File: config.mk
export PLATFORM = sky130hd
export DESIGN_NAME = register_file_alu_executor_top
export DESIGN_NICKNAME = d
export VERILOG_FILES = /design/src/design/rfalu_pkg.sv /design/src/design/register_file_alu_executor_top.sv /design/src/design/rfalu_fifo.sv /design/src/design/rfalu_front.sv /design/src/design/rfalu_muldiv.sv /design/src/design/rfalu_back.sv
export SDC_FILE = /design/constraint.sdc
export NUM_CORES = 1
export LEC_CHECK = 0
export BUFFER_PORTS_ARGS = -buffer_cell sky130_fd_sc_hd__buf_4
export CORE_MARGIN = 3
export CORE_UTILIZATION = 60
export DETAILED_ROUTE_END_ITERATION = 12
export PLACE_DENSITY = 0.8
export SETUP_SLACK_MARGIN = 0.1
export SLEW_MARGIN = 20
export SYNTH_ARGS = -nofsm -noshare
export SYNTH_HDL_FRONTEND = slang
export SYNTH_HIERARCHICAL = 1
export SYNTH_SLANG_ARGS = --single-unit
File: constraint.sdc
create_clock -name clk_i -period 6.91 [get_ports clk_i]
set_input_delay 0.3455 -clock clk_i [delete_from_list [all_inputs] [get_ports clk_i]]
set_output_delay 0.3455 -clock clk_i [all_outputs]
set_load 0.1 [all_outputs]
File: src/design/rfalu_pkg.sv
package rfalu_pkg;

  // default sizes of the register file
  localparam int unsigned REG_COUNT_DEF  = 10;
  localparam int unsigned DATA_WIDTH_DEF = 32;

  // fixed widths of the transaction fields
  localparam int unsigned MODE_W  = 3;
  localparam int unsigned INDEX_W = 4;
  localparam int unsigned IMM_W   = 32;
  localparam int unsigned OUT_W   = 32;

  // queue depths
  localparam int unsigned CMD_DEPTH = 2;
  localparam int unsigned RES_DEPTH = 2;

  // operation codes
  typedef enum logic [MODE_W-1:0] {
    OP_MOV  = 3'd0,
    OP_ADD  = 3'd1,
    OP_SUB  = 3'd2,
    OP_MUL  = 3'd3,
    OP_DIV  = 3'd4,
    OP_INC  = 3'd5,
    OP_DEC  = 3'd6,
    OP_KEEP = 3'd7
  } op_e;

  // classified command handed from front to back
  typedef struct packed {
    op_e  op;
    logic dest_ok;
    logic src_is_reg;
    logic src_ok;
  } cmd_ctrl_t;

  // one result transaction
  typedef struct packed {
    logic signed [OUT_W-1:0] dest_value;
    logic                    divide_by_zero;
  } result_t;

endpackage

File: src/design/register_file_alu_executor_top.sv
// channel   | handshake         | payload
// ----------+-------------------+-------------------------------------------------
// input     | push / full       | mode_i, dest_index_i, source_is_register_i,
//           |                   | source_index_i, immediate_i
// result    | pop / empty       | dest_value_o, divide_by_zero_o
//
// move, add, subtract, increment, decrement, the unused op, a zero divisor and an
// out-of-range destination finish in the sequencer's execute state; multiply and divide
// go on to the wait state until the shared one-bit-per-cycle unit is done.
// reset clears the queues and marks every register as zero through per-register
// valid bits, with no clearing pass; a command starts only when the result queue has room.
module register_file_alu_executor_top #(
  parameter int unsigned REG_COUNT  = rfalu_pkg::REG_COUNT_DEF,
  parameter int unsigned DATA_WIDTH = rfalu_pkg::DATA_WIDTH_DEF
) (
  input  logic                               clk_i,
  input  logic                               rst_ni,
  input  logic                               push,
  output logic                               full,
  input  logic [rfalu_pkg::MODE_W-1:0]       mode_i,
  input  logic [rfalu_pkg::INDEX_W-1:0]      dest_index_i,
  input  logic                               source_is_register_i,
  input  logic [rfalu_pkg::INDEX_W-1:0]      source_index_i,
  input  logic signed [rfalu_pkg::IMM_W-1:0] immediate_i,
  output logic                               empty,
  input  logic                               pop,
  output logic signed [rfalu_pkg::OUT_W-1:0] dest_value_o,
  output logic                               divide_by_zero_o
);

  import rfalu_pkg::*;

  localparam int unsigned IdxW = $clog2(REG_COUNT);
  localparam int unsigned CmdW = $bits(cmd_ctrl_t) + 2 * IdxW + DATA_WIDTH;
  localparam int unsigned ResW = $bits(result_t);

  cmd_ctrl_t             fe_ctrl;
  logic [IdxW-1:0]       fe_dest_idx;
  logic [IdxW-1:0]       fe_src_idx;
  logic [DATA_WIDTH-1:0] fe_operand;
  logic [CmdW-1:0]       cmd_wdata;
  logic [CmdW-1:0]       cmd_rdata;
  logic                  cmd_empty;
  logic                  cmd_pop;

  cmd_ctrl_t             be_ctrl;
  logic [IdxW-1:0]       be_dest_idx;
  logic [IdxW-1:0]       be_src_idx;
  logic [DATA_WIDTH-1:0] be_operand;

  result_t               be_res;
  logic                  be_res_push;
  logic                  res_full;
  logic [ResW-1:0]       res_rdata;
  result_t               res_head;

  // front: classify the instruction
  rfalu_front #(
    .REG_COUNT (REG_COUNT),
    .DATA_WIDTH(DATA_WIDTH)
  ) u_front (
    .mode_i              (mode_i),
    .dest_index_i        (dest_index_i),
    .source_is_register_i(source_is_register_i),
    .source_index_i      (source_index_i),
    .immediate_i         (immediate_i),
    .ctrl_o              (fe_ctrl),
    .dest_idx_o          (fe_dest_idx),
    .src_idx_o           (fe_src_idx),
    .operand_o           (fe_operand)
  );

  // command queue between front and back
  assign cmd_wdata = {fe_ctrl, fe_dest_idx, fe_src_idx, fe_operand};

  rfalu_fifo #(
    .Width(CmdW),
    .Depth(CMD_DEPTH)
  ) u_cmd_fifo (
    .clk_i  (clk_i),
    .rst_ni (rst_ni),
    .push_i (push),
    .data_i (cmd_wdata),
    .full_o (full),
    .pop_i  (cmd_pop),
    .data_o (cmd_rdata),
    .empty_o(cmd_empty)
  );

  assign {be_ctrl, be_dest_idx, be_src_idx, be_operand} = cmd_rdata;

  // back: register file and execution
  rfalu_back #(
    .REG_COUNT (REG_COUNT),
    .DATA_WIDTH(DATA_WIDTH)
  ) u_back (
    .clk_i         (clk_i),
    .rst_ni        (rst_ni),
    .cmd_valid_i   (~cmd_empty),
    .cmd_ctrl_i    (be_ctrl),
    .cmd_dest_idx_i(be_dest_idx),
    .cmd_src_idx_i (be_src_idx),
    .cmd_operand_i (be_operand),
    .cmd_pop_o     (cmd_pop),
    .res_ready_i   (~res_full),
    .res_push_o    (be_res_push),
    .res_o         (be_res)
  );

  // result queue toward the consumer
  rfalu_fifo #(
    .Width(ResW),
    .Depth(RES_DEPTH)
  ) u_res_fifo (
    .clk_i  (clk_i),
    .rst_ni (rst_ni),
    .push_i (be_res_push),
    .data_i (be_res),
    .full_o (res_full),
    .pop_i  (pop),
    .data_o (res_rdata),
    .empty_o(empty)
  );

  assign res_head         = res_rdata;
  assign dest_value_o     = res_head.dest_value;
  assign divide_by_zero_o = res_head.divide_by_zero;

endmodule

File: src/design/rfalu_fifo.sv
module rfalu_fifo #(
  parameter int unsigned Width = 8,
  parameter int unsigned Depth = 2
) (
  input  logic             clk_i,
  input  logic             rst_ni,
  input  logic             push_i,
  input  logic [Width-1:0] data_i,
  output logic             full_o,
  input  logic             pop_i,
  output logic [Width-1:0] data_o,
  output logic             empty_o
);

  localparam int unsigned PtrW = (Depth > 1) ? $clog2(Depth) : 1;
  localparam int unsigned CntW = $clog2(Depth + 1);

  logic [Width-1:0] mem_q [Depth];
  logic [PtrW-1:0]  wr_ptr_q, wr_ptr_d;
  logic [PtrW-1:0]  rd_ptr_q, rd_ptr_d;
  logic [CntW-1:0]  cnt_q, cnt_d;
  logic             push_ok;
  logic             pop_ok;

  // status and head of queue
  assign full_o  = (cnt_q == CntW'(Depth));
  assign empty_o = (cnt_q == '0);
  assign data_o  = mem_q[rd_ptr_q];
  assign push_ok = push_i & ~full_o;
  assign pop_ok  = pop_i & ~empty_o;

  // pointer and count update
  always_comb begin
    wr_ptr_d = wr_ptr_q;
    rd_ptr_d = rd_ptr_q;
    cnt_d    = cnt_q;
    if (push_ok) begin
      wr_ptr_d = (wr_ptr_q == PtrW'(Depth - 1)) ? '0 : wr_ptr_q + 1'b1;
    end
    if (pop_ok) begin
      rd_ptr_d = (rd_ptr_q == PtrW'(Depth - 1)) ? '0 : rd_ptr_q + 1'b1;
    end
    if (push_ok && !pop_ok) begin
      cnt_d = cnt_q + 1'b1;
    end else if (pop_ok && !push_ok) begin
      cnt_d = cnt_q - 1'b1;
    end
  end

  always_ff @(posedge clk_i or negedge rst_ni) begin
    if (!rst_ni) begin
      wr_ptr_q <= '0;
      rd_ptr_q <= '0;
      cnt_q    <= '0;
    end else begin
      wr_ptr_q <= wr_ptr_d;
      rd_ptr_q <= rd_ptr_d;
      cnt_q    <= cnt_d;
    end
  end

  // storage
  always_ff @(posedge clk_i) begin
    if (push_ok) begin
      mem_q[wr_ptr_q] <= data_i;
    end
  end

endmodule

File: src/design/rfalu_front.sv
module rfalu_front #(
  parameter int unsigned REG_COUNT  = rfalu_pkg::REG_COUNT_DEF,
  parameter int unsigned DATA_WIDTH = rfalu_pkg::DATA_WIDTH_DEF,
  localparam int unsigned IdxW      = $clog2(REG_COUNT)
) (
  input  logic [rfalu_pkg::MODE_W-1:0]       mode_i,
  input  logic [rfalu_pkg::INDEX_W-1:0]      dest_index_i,
  input  logic                               source_is_register_i,
  input  logic [rfalu_pkg::INDEX_W-1:0]      source_index_i,
  input  logic signed [rfalu_pkg::IMM_W-1:0] immediate_i,
  output rfalu_pkg::cmd_ctrl_t               ctrl_o,
  output logic [IdxW-1:0]                    dest_idx_o,
  output logic [IdxW-1:0]                    src_idx_o,
  output logic [DATA_WIDTH-1:0]              operand_o
);

  import rfalu_pkg::*;

  op_e op;

  assign op = op_e'(mode_i);

  // classify the instruction
  always_comb begin
    ctrl_o.op      = op;
    ctrl_o.dest_ok = (32'(dest_index_i) < REG_COUNT);
    ctrl_o.src_ok  = (32'(source_index_i) < REG_COUNT);
    unique case (op) inside
      OP_INC, OP_DEC, OP_KEEP: ctrl_o.src_is_reg = 1'b0;
      default:                 ctrl_o.src_is_reg = source_is_register_i;
    endcase
  end

  // index and immediate to internal widths
  assign dest_idx_o = IdxW'(dest_index_i);
  assign src_idx_o  = IdxW'(source_index_i);
  assign operand_o  = DATA_WIDTH'(immediate_i);

endmodule

File: src/design/rfalu_muldiv.sv
module rfalu_muldiv #(
  parameter int unsigned DATA_WIDTH = rfalu_pkg::DATA_WIDTH_DEF
) (
  input  logic                  clk_i,
  input  logic                  rst_ni,
  input  logic                  start_i,
  input  logic                  is_div_i,
  input  logic [DATA_WIDTH-1:0] a_i,
  input  logic [DATA_WIDTH-1:0] b_i,
  output logic                  done_o,
  output logic [DATA_WIDTH-1:0] result_o
);

  localparam int unsigned CntW = $clog2(DATA_WIDTH);

  logic                  busy_q;
  logic                  done_q;
  logic                  is_div_q;
  logic [CntW-1:0]       cnt_q;
  logic [DATA_WIDTH-1:0] x_q;
  logic [DATA_WIDTH-1:0] y_q;
  logic [DATA_WIDTH-1:0] acc_q;
  logic [DATA_WIDTH:0]   trial;
  logic                  last;

  // restoring division trial subtract
  assign trial    = {acc_q, x_q[DATA_WIDTH-1]} - {1'b0, y_q};
  assign last     = (cnt_q == CntW'(DATA_WIDTH - 1));
  assign done_o   = done_q;
  assign result_o = is_div_q ? x_q : acc_q;

  // control
  always_ff @(posedge clk_i or negedge rst_ni) begin
    if (!rst_ni) begin
      busy_q <= 1'b0;
      done_q <= 1'b0;
    end else begin
      done_q <= busy_q & last;
      if (start_i) begin
        busy_q <= 1'b1;
      end else if (busy_q && last) begin
        busy_q <= 1'b0;
      end
    end
  end

  // one bit per cycle: shift-add product or quotient bit
  always_ff @(posedge clk_i) begin
    if (start_i) begin
      is_div_q <= is_div_i;
      cnt_q    <= '0;
      x_q      <= a_i;
      y_q      <= b_i;
      acc_q    <= '0;
    end else if (busy_q) begin
      cnt_q <= cnt_q + 1'b1;
      if (is_div_q) begin
        if (!trial[DATA_WIDTH]) begin
          acc_q <= trial[DATA_WIDTH-1:0];
        end else begin
          acc_q <= {acc_q[DATA_WIDTH-2:0], x_q[DATA_WIDTH-1]};
        end
        x_q <= {x_q[DATA_WIDTH-2:0], ~trial[DATA_WIDTH]};
      end else begin
        acc_q <= acc_q + (y_q[0] ? x_q : '0);
        x_q   <= {x_q[DATA_WIDTH-2:0], 1'b0};
        y_q   <= {1'b0, y_q[DATA_WIDTH-1:1]};
      end
    end
  end

endmodule

File: src/design/rfalu_back.sv
module rfalu_back #(
  parameter int unsigned REG_COUNT  = rfalu_pkg::REG_COUNT_DEF,
  parameter int unsigned DATA_WIDTH = rfalu_pkg::DATA_WIDTH_DEF,
  localparam int unsigned IdxW      = $clog2(REG_COUNT)
) (
  input  logic                  clk_i,
  input  logic                  rst_ni,
  input  logic                  cmd_valid_i,
  input  rfalu_pkg::cmd_ctrl_t  cmd_ctrl_i,
  input  logic [IdxW-1:0]       cmd_dest_idx_i,
  input  logic [IdxW-1:0]       cmd_src_idx_i,
  input  logic [DATA_WIDTH-1:0] cmd_operand_i,
  output logic                  cmd_pop_o,
  input  logic                  res_ready_i,
  output logic                  res_push_o,
  output rfalu_pkg::result_t    res_o
);

  import rfalu_pkg::*;

  localparam logic [1:0] S_IDLE = 2'd0;
  localparam logic [1:0] S_EXEC = 2'd1;
  localparam logic [1:0] S_WAIT = 2'd2;

  logic [1:0] state_q, state_d;

  logic [DATA_WIDTH-1:0] rf_q [REG_COUNT];
  logic [REG_COUNT-1:0]  rf_vld_q;

  cmd_ctrl_t             ctrl_q;
  logic [IdxW-1:0]       dest_q;
  logic [DATA_WIDTH-1:0] operand_q;
  logic [DATA_WIDTH-1:0] cur_raw_q;
  logic [DATA_WIDTH-1:0] src_raw_q;
  logic                  cur_vld_q;
  logic                  src_vld_q;
  logic                  neg_q;

  logic [DATA_WIDTH-1:0] cur;
  logic [DATA_WIDTH-1:0] src;
  logic [DATA_WIDTH-1:0] cur_mag;
  logic [DATA_WIDTH-1:0] src_mag;
  logic [DATA_WIDTH-1:0] res_val;
  logic signed [DATA_WIDTH-1:0] res_s;
  logic                  res_dz;
  logic                  wr_en;
  logic                  md_start;
  logic                  md_is_div;
  logic [DATA_WIDTH-1:0] md_a;
  logic [DATA_WIDTH-1:0] md_b;
  logic                  md_done;
  logic [DATA_WIDTH-1:0] md_res;

  // operands; a never written register reads as zero
  assign cur     = cur_vld_q ? cur_raw_q : '0;
  assign src     = ctrl_q.src_is_reg ? (src_vld_q ? src_raw_q : '0) : operand_q;
  assign cur_mag = cur[DATA_WIDTH-1] ? (~cur + 1'b1) : cur;
  assign src_mag = src[DATA_WIDTH-1] ? (~src + 1'b1) : src;
  assign md_a    = md_is_div ? cur_mag : cur;
  assign md_b    = md_is_div ? src_mag : src;

  rfalu_muldiv #(
    .DATA_WIDTH(DATA_WIDTH)
  ) u_muldiv (
    .clk_i    (clk_i),
    .rst_ni   (rst_ni),
    .start_i  (md_start),
    .is_div_i (md_is_div),
    .a_i      (md_a),
    .b_i      (md_b),
    .done_o   (md_done),
    .result_o (md_res)
  );

  // sequencer and result select
  always_comb begin
    state_d    = state_q;
    cmd_pop_o  = 1'b0;
    res_push_o = 1'b0;
    wr_en      = 1'b0;
    res_val    = cur;
    res_dz     = 1'b0;
    md_start   = 1'b0;
    md_is_div  = 1'b0;
    unique case (state_q)
      S_IDLE: begin
        if (cmd_valid_i && res_ready_i) begin
          cmd_pop_o = 1'b1;
          state_d   = S_EXEC;
        end
      end
      S_EXEC: begin
        if (!ctrl_q.dest_ok) begin
          res_val    = '0;
          res_push_o = 1'b1;
          state_d    = S_IDLE;
        end else begin
          unique case (ctrl_q.op)
            OP_MOV:  res_val = src;
            OP_ADD:  res_val = cur + src;
            OP_SUB:  res_val = cur - src;
            OP_INC:  res_val = cur + 1'b1;
            OP_DEC:  res_val = cur - 1'b1;
            OP_KEEP: res_val = cur;
            OP_MUL:  md_start = 1'b1;
            OP_DIV: begin
              if (src == '0) begin
                res_dz = 1'b1;
              end else begin
                md_start  = 1'b1;
                md_is_div = 1'b1;
              end
            end
            default: res_val = cur;
          endcase
          if (md_start) begin
            state_d = S_WAIT;
          end else begin
            wr_en      = 1'b1;
            res_push_o = 1'b1;
            state_d    = S_IDLE;
          end
        end
      end
      S_WAIT: begin
        if (md_done) begin
          if (ctrl_q.op == OP_DIV && neg_q) begin
            res_val = ~md_res + 1'b1;
          end else begin
            res_val = md_res;
          end
          wr_en      = 1'b1;
          res_push_o = 1'b1;
          state_d    = S_IDLE;
        end
      end
      default: state_d = S_IDLE;
    endcase
  end

  // result transaction, low bits of the sign-extended value
  assign res_s                = res_val;
  assign res_o.dest_value     = OUT_W'(res_s);
  assign res_o.divide_by_zero = res_dz;

  always_ff @(posedge clk_i or negedge rst_ni) begin
    if (!rst_ni) begin
      state_q  <= S_IDLE;
      rf_vld_q <= '0;
    end else begin
      state_q <= state_d;
      if (wr_en) begin
        rf_vld_q[dest_q] <= 1'b1;
      end
    end
  end

  // register file: one write port, two registered read ports
  always_ff @(posedge clk_i) begin
    if (wr_en) begin
      rf_q[dest_q] <= res_val;
    end
    if (cmd_pop_o) begin
      cur_raw_q <= rf_q[cmd_dest_idx_i];
      src_raw_q <= rf_q[cmd_src_idx_i];
    end
  end

  // command capture and sign of the quotient
  always_ff @(posedge clk_i) begin
    if (cmd_pop_o) begin
      ctrl_q    <= cmd_ctrl_i;
      dest_q    <= cmd_dest_idx_i;
      operand_q <= cmd_operand_i;
      cur_vld_q <= cmd_ctrl_i.dest_ok & rf_vld_q[cmd_dest_idx_i];
      src_vld_q <= cmd_ctrl_i.src_ok & rf_vld_q[cmd_src_idx_i];
    end
    if (state_q == S_EXEC) begin
      neg_q <= cur[DATA_WIDTH-1] ^ src[DATA_WIDTH-1];
    end
  end

endmodule

* Word level (Yosys, flattened, before mapping)
Memories as Yosys holds them, arrays and structs flattened. A register that Yosys moved wholly into a read port is not among the register bits.
Index checks and enable logic that the tools add are counted.
** Cells by class
- Bitwise logic cells :: 17
- Multiplexer cells :: 71
- Order comparisons :: 6
- Equality and inequality tests :: 17
- Reduce and logical (&&, ||, !) cells :: 24
- Add/sub/neg operators :: 18
** Operator list (number)
- two-way mux 32 bit :: 19
- case mux 32 bit (5 select lines) :: 1
- adder 32 x 1 -> 32 bit (second input constant) :: 4
- inverter 32 bit :: 3
- adder 32 bit :: 2
- case mux 32 bit (2 select lines) :: 1
- two-way mux 1 bit :: 35
- subtractor 33 x 32 -> 33 bit :: 1
- zero test 32 bit :: 1
- subtractor 32 x 1 -> 32 bit (second input constant) :: 1
- subtractor 32 bit :: 1
- equality test 3 bit (second input constant) :: 6
- two-way mux 2 bit :: 8
- less-than comparator 4 x 5 -> 1 bit (second input constant) :: 3
- bitwise OR 10 bit :: 1
- binary-select mux 1 bit (select 4 bit) :: 2
- logical AND 1 bit :: 8
- less-than comparator 4 bit (second input constant) :: 2
- nonzero test 2 bit :: 4
- bitwise AND 1 bit :: 7
- equality test 2 bit (second input constant) :: 3
- equality test 3 x 2 -> 1 bit (second input constant) :: 2
- zero test 2 bit :: 3
- case mux 1 bit (2 select lines) :: 3
- other kinds (18) :: 32
** Word-level totals
- Memories kept :: 3
- Memory bits (writable) :: 478
- Register bits :: 168
- Word-level logic and storage cells :: 179
** Memories
- u_back.rf_q :: words 10, width 32, read ports 2, clocked after memory_dff 2, wr ports 1, RTL line rfalu_back.sv:27 : logic [DATA_WIDTH-1:0] rf_q [REG_COUNT];
- u_cmd_fifo.mem_q :: words 2, width 46, read ports 1, clocked after memory_dff 0, wr ports 1, RTL line rfalu_fifo.sv:18 : logic [Width-1:0] mem_q [Depth];
- u_res_fifo.mem_q :: words 2, width 33, read ports 1, clocked after memory_dff 0, wr ports 1, RTL line rfalu_fifo.sv:18

* Logic depth before layout (Yosys ltp)
Gate-level depths: netlist (run 1).
- Depth after elaboration :: 15
- Gate-level depth with buffers :: 24

* By module
Netlist (run 1), hierarchy kept.
** By module, submodules not included
- rfalu_back :: times used 1, cells an instance 1957, area an instance 24795.0 um^2, sequential area each 13152.6 um^2
- rfalu_muldiv :: times used 1, cells an instance 947, area an instance 8575.7 um^2, sequential area each 2742.6 um^2
- rfalu_fifo at u_cmd_fifo :: times used 1, cells an instance 162, area an instance 3639.7 um^2, sequential area each 2862.7 um^2
- rfalu_fifo at u_res_fifo :: times used 1, cells an instance 122, area an instance 2730.1 um^2, sequential area each 2082.0 um^2
- rfalu_front :: times used 1, cells an instance 47, area an instance 344.1 um^2, sequential area each 0.0 um^2
- register_file_alu_executor_top :: times used 1, cells an instance 2, area an instance 7.5 um^2, sequential area each 0.0 um^2

* Worst setup path after synthesis (run 1)
No wires, ideal clock.
- Path kind :: register to register
- Start point :: register u_back/ctrl_q[1] in the netlist's numbering
- End point :: memory u_back/rf_q[0][0] in the netlist's numbering (enable)
- Setup time :: 0.461 ns
- Data required time :: 6.449 ns
- Slack :: 0.853 ns
- Cell stages (with the launch flop) :: 18
- Buffers on the path :: 5
- Arrival :: 5.596 ns
- Period minus slack after synthesis :: 6.057 ns
- Cell sequence :: edfxtp_1 buf_6 and2_4 buf_6 buf_6 clkbuf_1 a22oi_1 ha_1 inv_1 a211oi_1 and4bb_2 nand4_4 nor3_4 o211ai_2 a21bo_1 or3_1 buf_2 nor3_1
** Between the ends
- Cells in the longest elaborated chain, start to end :: 11
** Ends and longest elaborated chain
- from (decl) :: RTL line rfalu_back.sv:30 : cmd_ctrl_t ctrl_q;
- from (signal assigned) :: RTL line rfalu_back.sv:172 : ctrl_q <= cmd_ctrl_i;
- two-way mux 32 bit :: RTL line rfalu_back.sv:56 : assign src = ctrl_q.src_is_reg ? (src_vld_q ? src_raw_q : '0) : operand_q;
- zero test 32 bit :: RTL line rfalu_back.sv:107 : if (src == '0) begin
- two-way mux 1 bit :: RTL line rfalu_back.sv:107
- case mux 1 bit (2 select lines) :: RTL line rfalu_back.sv:98 : unique case (ctrl_q.op)
- two-way mux 1 bit :: RTL line rfalu_back.sv:93 : if (!ctrl_q.dest_ok) begin
- two-way mux 1 bit :: RTL line rfalu_back.sv:85 : unique case (state_q)
- two-way mux 1 bit :: RTL line rfalu_back.sv:116 : if (md_start) begin
- two-way mux 1 bit :: RTL line rfalu_back.sv:93
- case mux 1 bit (2 select lines) :: RTL line rfalu_back.sv:85
- two-way mux 1 bit :: RTL line rfalu_back.sv:160 : if (wr_en) begin
- two-way mux 1 bit (implied by the code) :: RTL line rfalu_back.sv:161 : rf_q[dest_q] <= res_val;
- to (decl) :: RTL line rfalu_back.sv:27
Every way passes these cells. The select of a mux whose other input is x is not followed.

==> flow_metrics.tcl, run 1 <==
set metrics [dict create \
    status "completed" \
    grt_usage 0.346 \
    layout_common_cells "651 x edfxtp_1, 246 x a21oi_1, 202 x nand2_1" \
    gp_congestion 0.993 \
    max_cap_violations 0 \
    ant_nets 0 \
    clkTransAtPathRegs_ps 60 \
    grt_setup_unrepaired "no" \
    critPathArrivalTime_ps 6880 \
    multi_input_comb_area_um2 17900 \
    syn_nets 3394 \
    m1WireLength_um 48300 \
    syn_inst 3237 \
    synth_warnings 6 \
    dp_hpwl_um 83500 \
    port-buffer-count 82 \
    max_freq_ghz 0.155 \
    fin_util 0.671 \
    dr.max_layer_used "met5" \
    num-nets-final 3453 \
    fp.dieH_um 264 \
    cts_num_sinks 710 \
    hold_class "in2reg" \
    synth-seq-cells 710 \
    ys_seq_area_frac 0.520 \
    netlist.area_leader.share 0.488 \
    slew_headroom 0.227 \
    post_cts_buffers 0 \
    route.met3.wl_um 10500 \
    floorplan.rows 94 \
    met2_length_um 57900 \
    antenna_found_initial 5 \
    syn_area_um2 40100 \
    clock_skew_ps 57.2 \
    wl_per_cell_um 28.8 \
    ys.flop_type "edfxtp_1" \
    worstSetupPathType "reg2reg" \
    critical_path_required_ps 7320 \
    hold_viol_final 0 \
    async_flop_share 0.0310 \
    cp_max_fo 12 \
    ff_latch_area_um2 20800 \
    grt_pass1_wl_um 181000 \
    numCtsBuffers 74 \
    final_common_cell "edfxtp_1" \
    start_util 0.608 \
    synth_cell_types 98 \
    fill_cells 4549 \
    yosysTopAreaCell "edfxtp_1" \
    cts_htree_levels 3 \
    firstDrtPassIters 6 \
    core_um2 66000 \
    drc 0 \
    area_growth_pct 10.5 \
    antenna_cells 0 \
    synth-edff-count 651 \
    synth_area_leaders "edfxtp_1 49%, mux4_2 7.4%, ha_1 3.3%, a21oi_1 3.1%, xnor2_1 2.5%" \
    clk_latency_ps 650 \
    vias_per_cell 6.77 \
    fin_crit_ps 6460 \
    clockRootBuffer "clkbuf_16" \
    avgSynthCellArea_um2 12.4 \
    die-area_um2 70000 \
    clk_path_buf_depth 3 \
    overflow 0 \
    io_pins 83 \
    grt_pass1_vias 28074 \
    die_width_um 264 \
    cts_tree "built" \
    grt_max_degree 87 \
    drive_above_1_share 0.185 \
    period_share 0.935 \
    drv_slew 0 \
    drt-total-wl_um 122000 \
    setup_viol 0 \
    tns_ps 0 \
    drt_iter0_drc 3385 \
    worst_pin_slew_ps 1150 \
    vias 28554 \
    crit_path_end_kind "register" \
    critPathLaunchType "register" \
]
==> Yosys cell counts, drive strengths merged (29+ instances only) <==
library cell,number
o21ai,165
nor3,54
nor2b,85
mux2i,95
xnor2,114
a21o,59
mux2,148
xor2,83
clkbuf,126
inv,105
a22oi,29
a21oi,248
o22ai,34
and2,55
nand2,202
buf,94
dfxtp,37
edfxtp,651
mux4,132
nor2,179
nand3,29
a211oi,88
ha,106
==> final cells by class <==
type	instances	area share
timing repair buffer	203	0.0372
tap	864	0.0244
clock buffer	90	0.0439
inverter	105	0.00890
multi-input combinational	2202	0.404
sequential	710	0.470
clock inverter	43	0.0111
==> path summary, 6_finish.rpt <==
| kind | from | endpoint | slack (ps) | depth (start not counted) |
|---|---|---|---|---|
| max | u_back/ctrl_q[1] | u_back/rf_q[5][31] | 450 | 22 |
| min | pop | u_res_fifo/rd_ptr_q | 70 | 3 |
| max reg2reg | u_back/ctrl_q[1] | u_back/rf_q[5][31] | 450 | 22 |
| min reg2reg | u_back/rf_vld_q[7] | u_back/rf_vld_q[7] | 510 | 1 |
| max in group asynchronous | rst_ni | u_res_fifo/rd_ptr_q | 6360 | 2 |
| min in group asynchronous | rst_ni | u_cmd_fifo/cnt_q[0] | 230 | 2 |
==> metrics by stage <==
stage	area (µm²)	hold WS, ps	instances	setup WS [ps]
floorplan	40100	49.9	3237	853
global placement	41400	282	4039	99.0
detailed placement	41400	294	4039	-46.8
CTS	44300	39.8	4217	325
global route	44300	63.7	4217	148
finish	44300	65.3	4217	449
==> critical path, cell delays in order, from the launching register on <==
cell and delay (ps):
edfxtp_1 520, and2_4 240, a22o_1 260, inv_1 130, ha_1 200, inv_1 80, a211oi_1 250, and4bb_2 400
nand2_1 130, nor2_1 180, xor2_1 180, a21oi_1 100, ha_1 400, and3_1 260, nor2b_1 340, nand3_1 190
a2111oi_1 760, buf_4 230, o211ai_1 150, buf_4 200, and2_1 160, o21ai_0 410, a211o_1 440
==> what timing repair did <==
item / CTS / global route
resized for setup: 1 / 3
hold buffers: 45 / 0
endpoints found under the hold margin: 110 / 0
endpoints found under the setup margin: 12 / 24
==> registers in the layout, summed over array words and instances (netlist names), 2 cells and up <==
name / flops
u_back/ctrl_q: 5
u_back/cur_raw_q: 32
u_back/dest_q: 4
u_back/operand_q: 32
u_back/rf_q: 320
u_back/rf_vld_q: 10
u_back/src_raw_q: 32
u_back/state_q: 2
u_back/u_muldiv/acc_q: 32
u_back/u_muldiv/cnt_q: 5
u_back/u_muldiv/x_q: 32
u_back/u_muldiv/y_q: 32
u_cmd_fifo/cnt_q: 2
u_cmd_fifo/mem_q: 92
u_res_fifo/cnt_q: 2
u_res_fifo/mem_q: 66
==> cells by family (layout without fill, tap and decap cells) <==
logic type	Yosys count	in the layout	share of synthesized area
mux	375	375	0.145
buf+inv	325	441	0.0383
compound gates	806	806	0.131
simple gates	715	715	0.0883
xor+xnor	197	197	0.0430
flops	710	710	0.520
fa+ha+maj	109	109	0.0346
==> layer usage <==
layer	GRT usage	vias to the layer above
li1	-	12441
met1	0.475	14205
met2	0.565	1605
met3	0.0536	297
met4	0.129	6
met5	0	-
Power of run 1 is left out: the tool's default activity adds up to more than one toggle a clock period on the data nets, which glitch-free logic cannot reach.
==> run 2: changes to the inputs <==
==> constraint.sdc (replaced) <==
create_clock -name clk_i -period 7.6 [get_ports clk_i]
set_input_delay 0.38 -clock clk_i [delete_from_list [all_inputs] [get_ports clk_i]]
set_output_delay 0.38 -clock clk_i [all_outputs]
set_load 0.1 [all_outputs]
==> run 2 against run 1 <==
First-iteration DRC count grew 1.4%. Global-route usage fell by 1.8 points. Critical path type unchanged. Largest cell class unchanged. Sequential share of layout area is essentially flat. Via count down 1.4%. Critical endpoint is now u_res_fifo/mem_q[0][30].
==> flow_metrics.tcl, run 2 (synthesis gave the netlist of run 1 again) <==
set metrics [dict create \
    status "completed" \
    worstSetupPathType "reg2reg" \
    max_freq_ghz 0.151 \
    port-buffer-count 82 \
    grt_pass1_vias 27621 \
    drv_slew 0 \
    cts_htree_levels 3 \
    hp-start "source_is_register_i" \
    clock_skew_ps 45.3 \
    largestRegisters "u_back/rf_q (320), u_cmd_fifo/mem_q (92), u_res_fifo/mem_q (66)" \
    fin_crit_ps 6640 \
    io_pins 83 \
    grt_setup_unrepaired "no" \
    period_share 0.874 \
    ant_nets 0 \
    clkTransAtPathRegs_ps 60 \
    clk_path_buf_depth 3 \
    numCtsBuffers 76 \
    critPathLaunchType "register" \
    grt_usage 0.328 \
    core_um2 66000 \
    grt_max_degree 82 \
    post_cts_buffers 0 \
    wl_per_cell_um 27.7 \
    slew_headroom 0.254 \
    dpl_cell_area_um2 41200 \
    worst_slack_ps 957 \
    hold_viol_final 0 \
    cp_max_fo 32 \
    area_growth_pct 10.5 \
    die-area_um2 70000 \
    max_cap_violations 0 \
    layout_common_cells "651 x edfxtp_1, 246 x a21oi_1, 202 x nand2_1" \
    die_width_um 264 \
    drt_iter0_drc 3431 \
    crit_path_end_kind "register" \
    r2r-start "u_back/ctrl_q[1]" \
    cp-startpoint "u_back/ctrl_q[1]" \
    dp_hpwl_um 80700 \
    cts_resized 0 \
    fp.dieH_um 264 \
    clk_latency_ps 650 \
    r2r_slack_ps 960 \
    cts_tree "built" \
    num-nets-final 3440 \
    setup_viol 0 \
    critical_path_required_ps 7930 \
    drt-total-wl_um 116000 \
    firstDrtPassIters 6 \
    vias_per_cell 6.69 \
    drive_above_1_share 0.182 \
    largest_reg_flops 320 \
    final_area_um2 44300 \
    critPathArrivalTime_ps 6970 \
    drc 0 \
    place_ws_ps 679 \
    overflow 0 \
    antenna_found_initial 1 \
    final_common_cell "edfxtp_1" \
    tns_ps 0 \
    start_util 0.608 \
    hold_class "in2reg" \
    cts_num_sinks 710 \
    top_register "u_back/rf_q" \
    floorplan.rows 94 \
    grt_pass1_wl_um 174000 \
    gp_congestion 1.01 \
    worst_pin_slew_ps 1120 \
    vias 28145 \
    clockRootBuffer "clkbuf_16" \
]
==> run 2: what timing repair did <==
item / in CTS / in global routing
setup endpoints to repair: 0 / 0
hold endpoints to repair: 108 / 0
hold buffers: 44 / 0
==> run 2: layout make-up <==
type,instances,area (µm²)
antenna,1,2.50
clock buffer,90,1970
clock inverter,48,596
fill,4472,21700
inverter,105,394
multi-input combinational,2202,17900
sequential,710,20800
tap,864,1080
timing repair buffer,188,1530
==> run 2: critical path: stages, from the launching register on <==
cell,delay (ps)
edfxtp_1,630
and2_4,410
a22oi_1,450
ha_1,270
inv_1,70
a211oi_1,250
and4bb_2,390
nand2_1,130
nor2_1,180
xor2_1,170
a21oi_1,100
ha_1,420
and3_1,280
nor2b_1,330
nand3_1,120
a2111oi_0,710
o211ai_1,290
a21oi_1,280
o21ai_0,160
o31ai_2,680
==> run 2: layer usage <==
| metal | part of all wire | wire length [µm] | global-route usage | up-vias |
|---|---|---|---|---|
| met3 | 0.090 | 10400 | 0.0559 | 266 |
| met1 | 0.40 | 46300 | 0.454 | 13842 |
| met5 | 0 | 0 | 0 | - |
| li1 | - | - | - | 12394 |
| met4 | 0.043 | 4960 | 0.132 | 0 |
| met2 | 0.47 | 54700 | 0.524 | 1643 |
==> run 2: stage by stage <==
step / hold slack, ps / cells / utilization
after floorplan: 84.4 / 3237 / -
after global placement: 312 / 4025 / 0.625
after detailed placement: 317 / 4025 / 0.625
after CTS: 64.6 / 4207 / 0.671
after global routing: 70.0 / 4207 / 0.671
final: 88.8 / 4208 / 0.671
==> run 2: worst paths after layout <==
check,cells past startpoint,endpoint
max in group asynchronous,2,u_res_fifo/rd_ptr_q
worst max-delay path,19,u_res_fifo/mem_q[0][30]
worst min-delay path,2,u_cmd_fifo/mem_q[1][41]
worst min register to register,1,u_back/rf_vld_q[4]
worst max register to register,19,u_res_fifo/mem_q[0][30]
min in group asynchronous,2,u_back/u_muldiv/done_o
Power of run 2 is left out for the same reason.
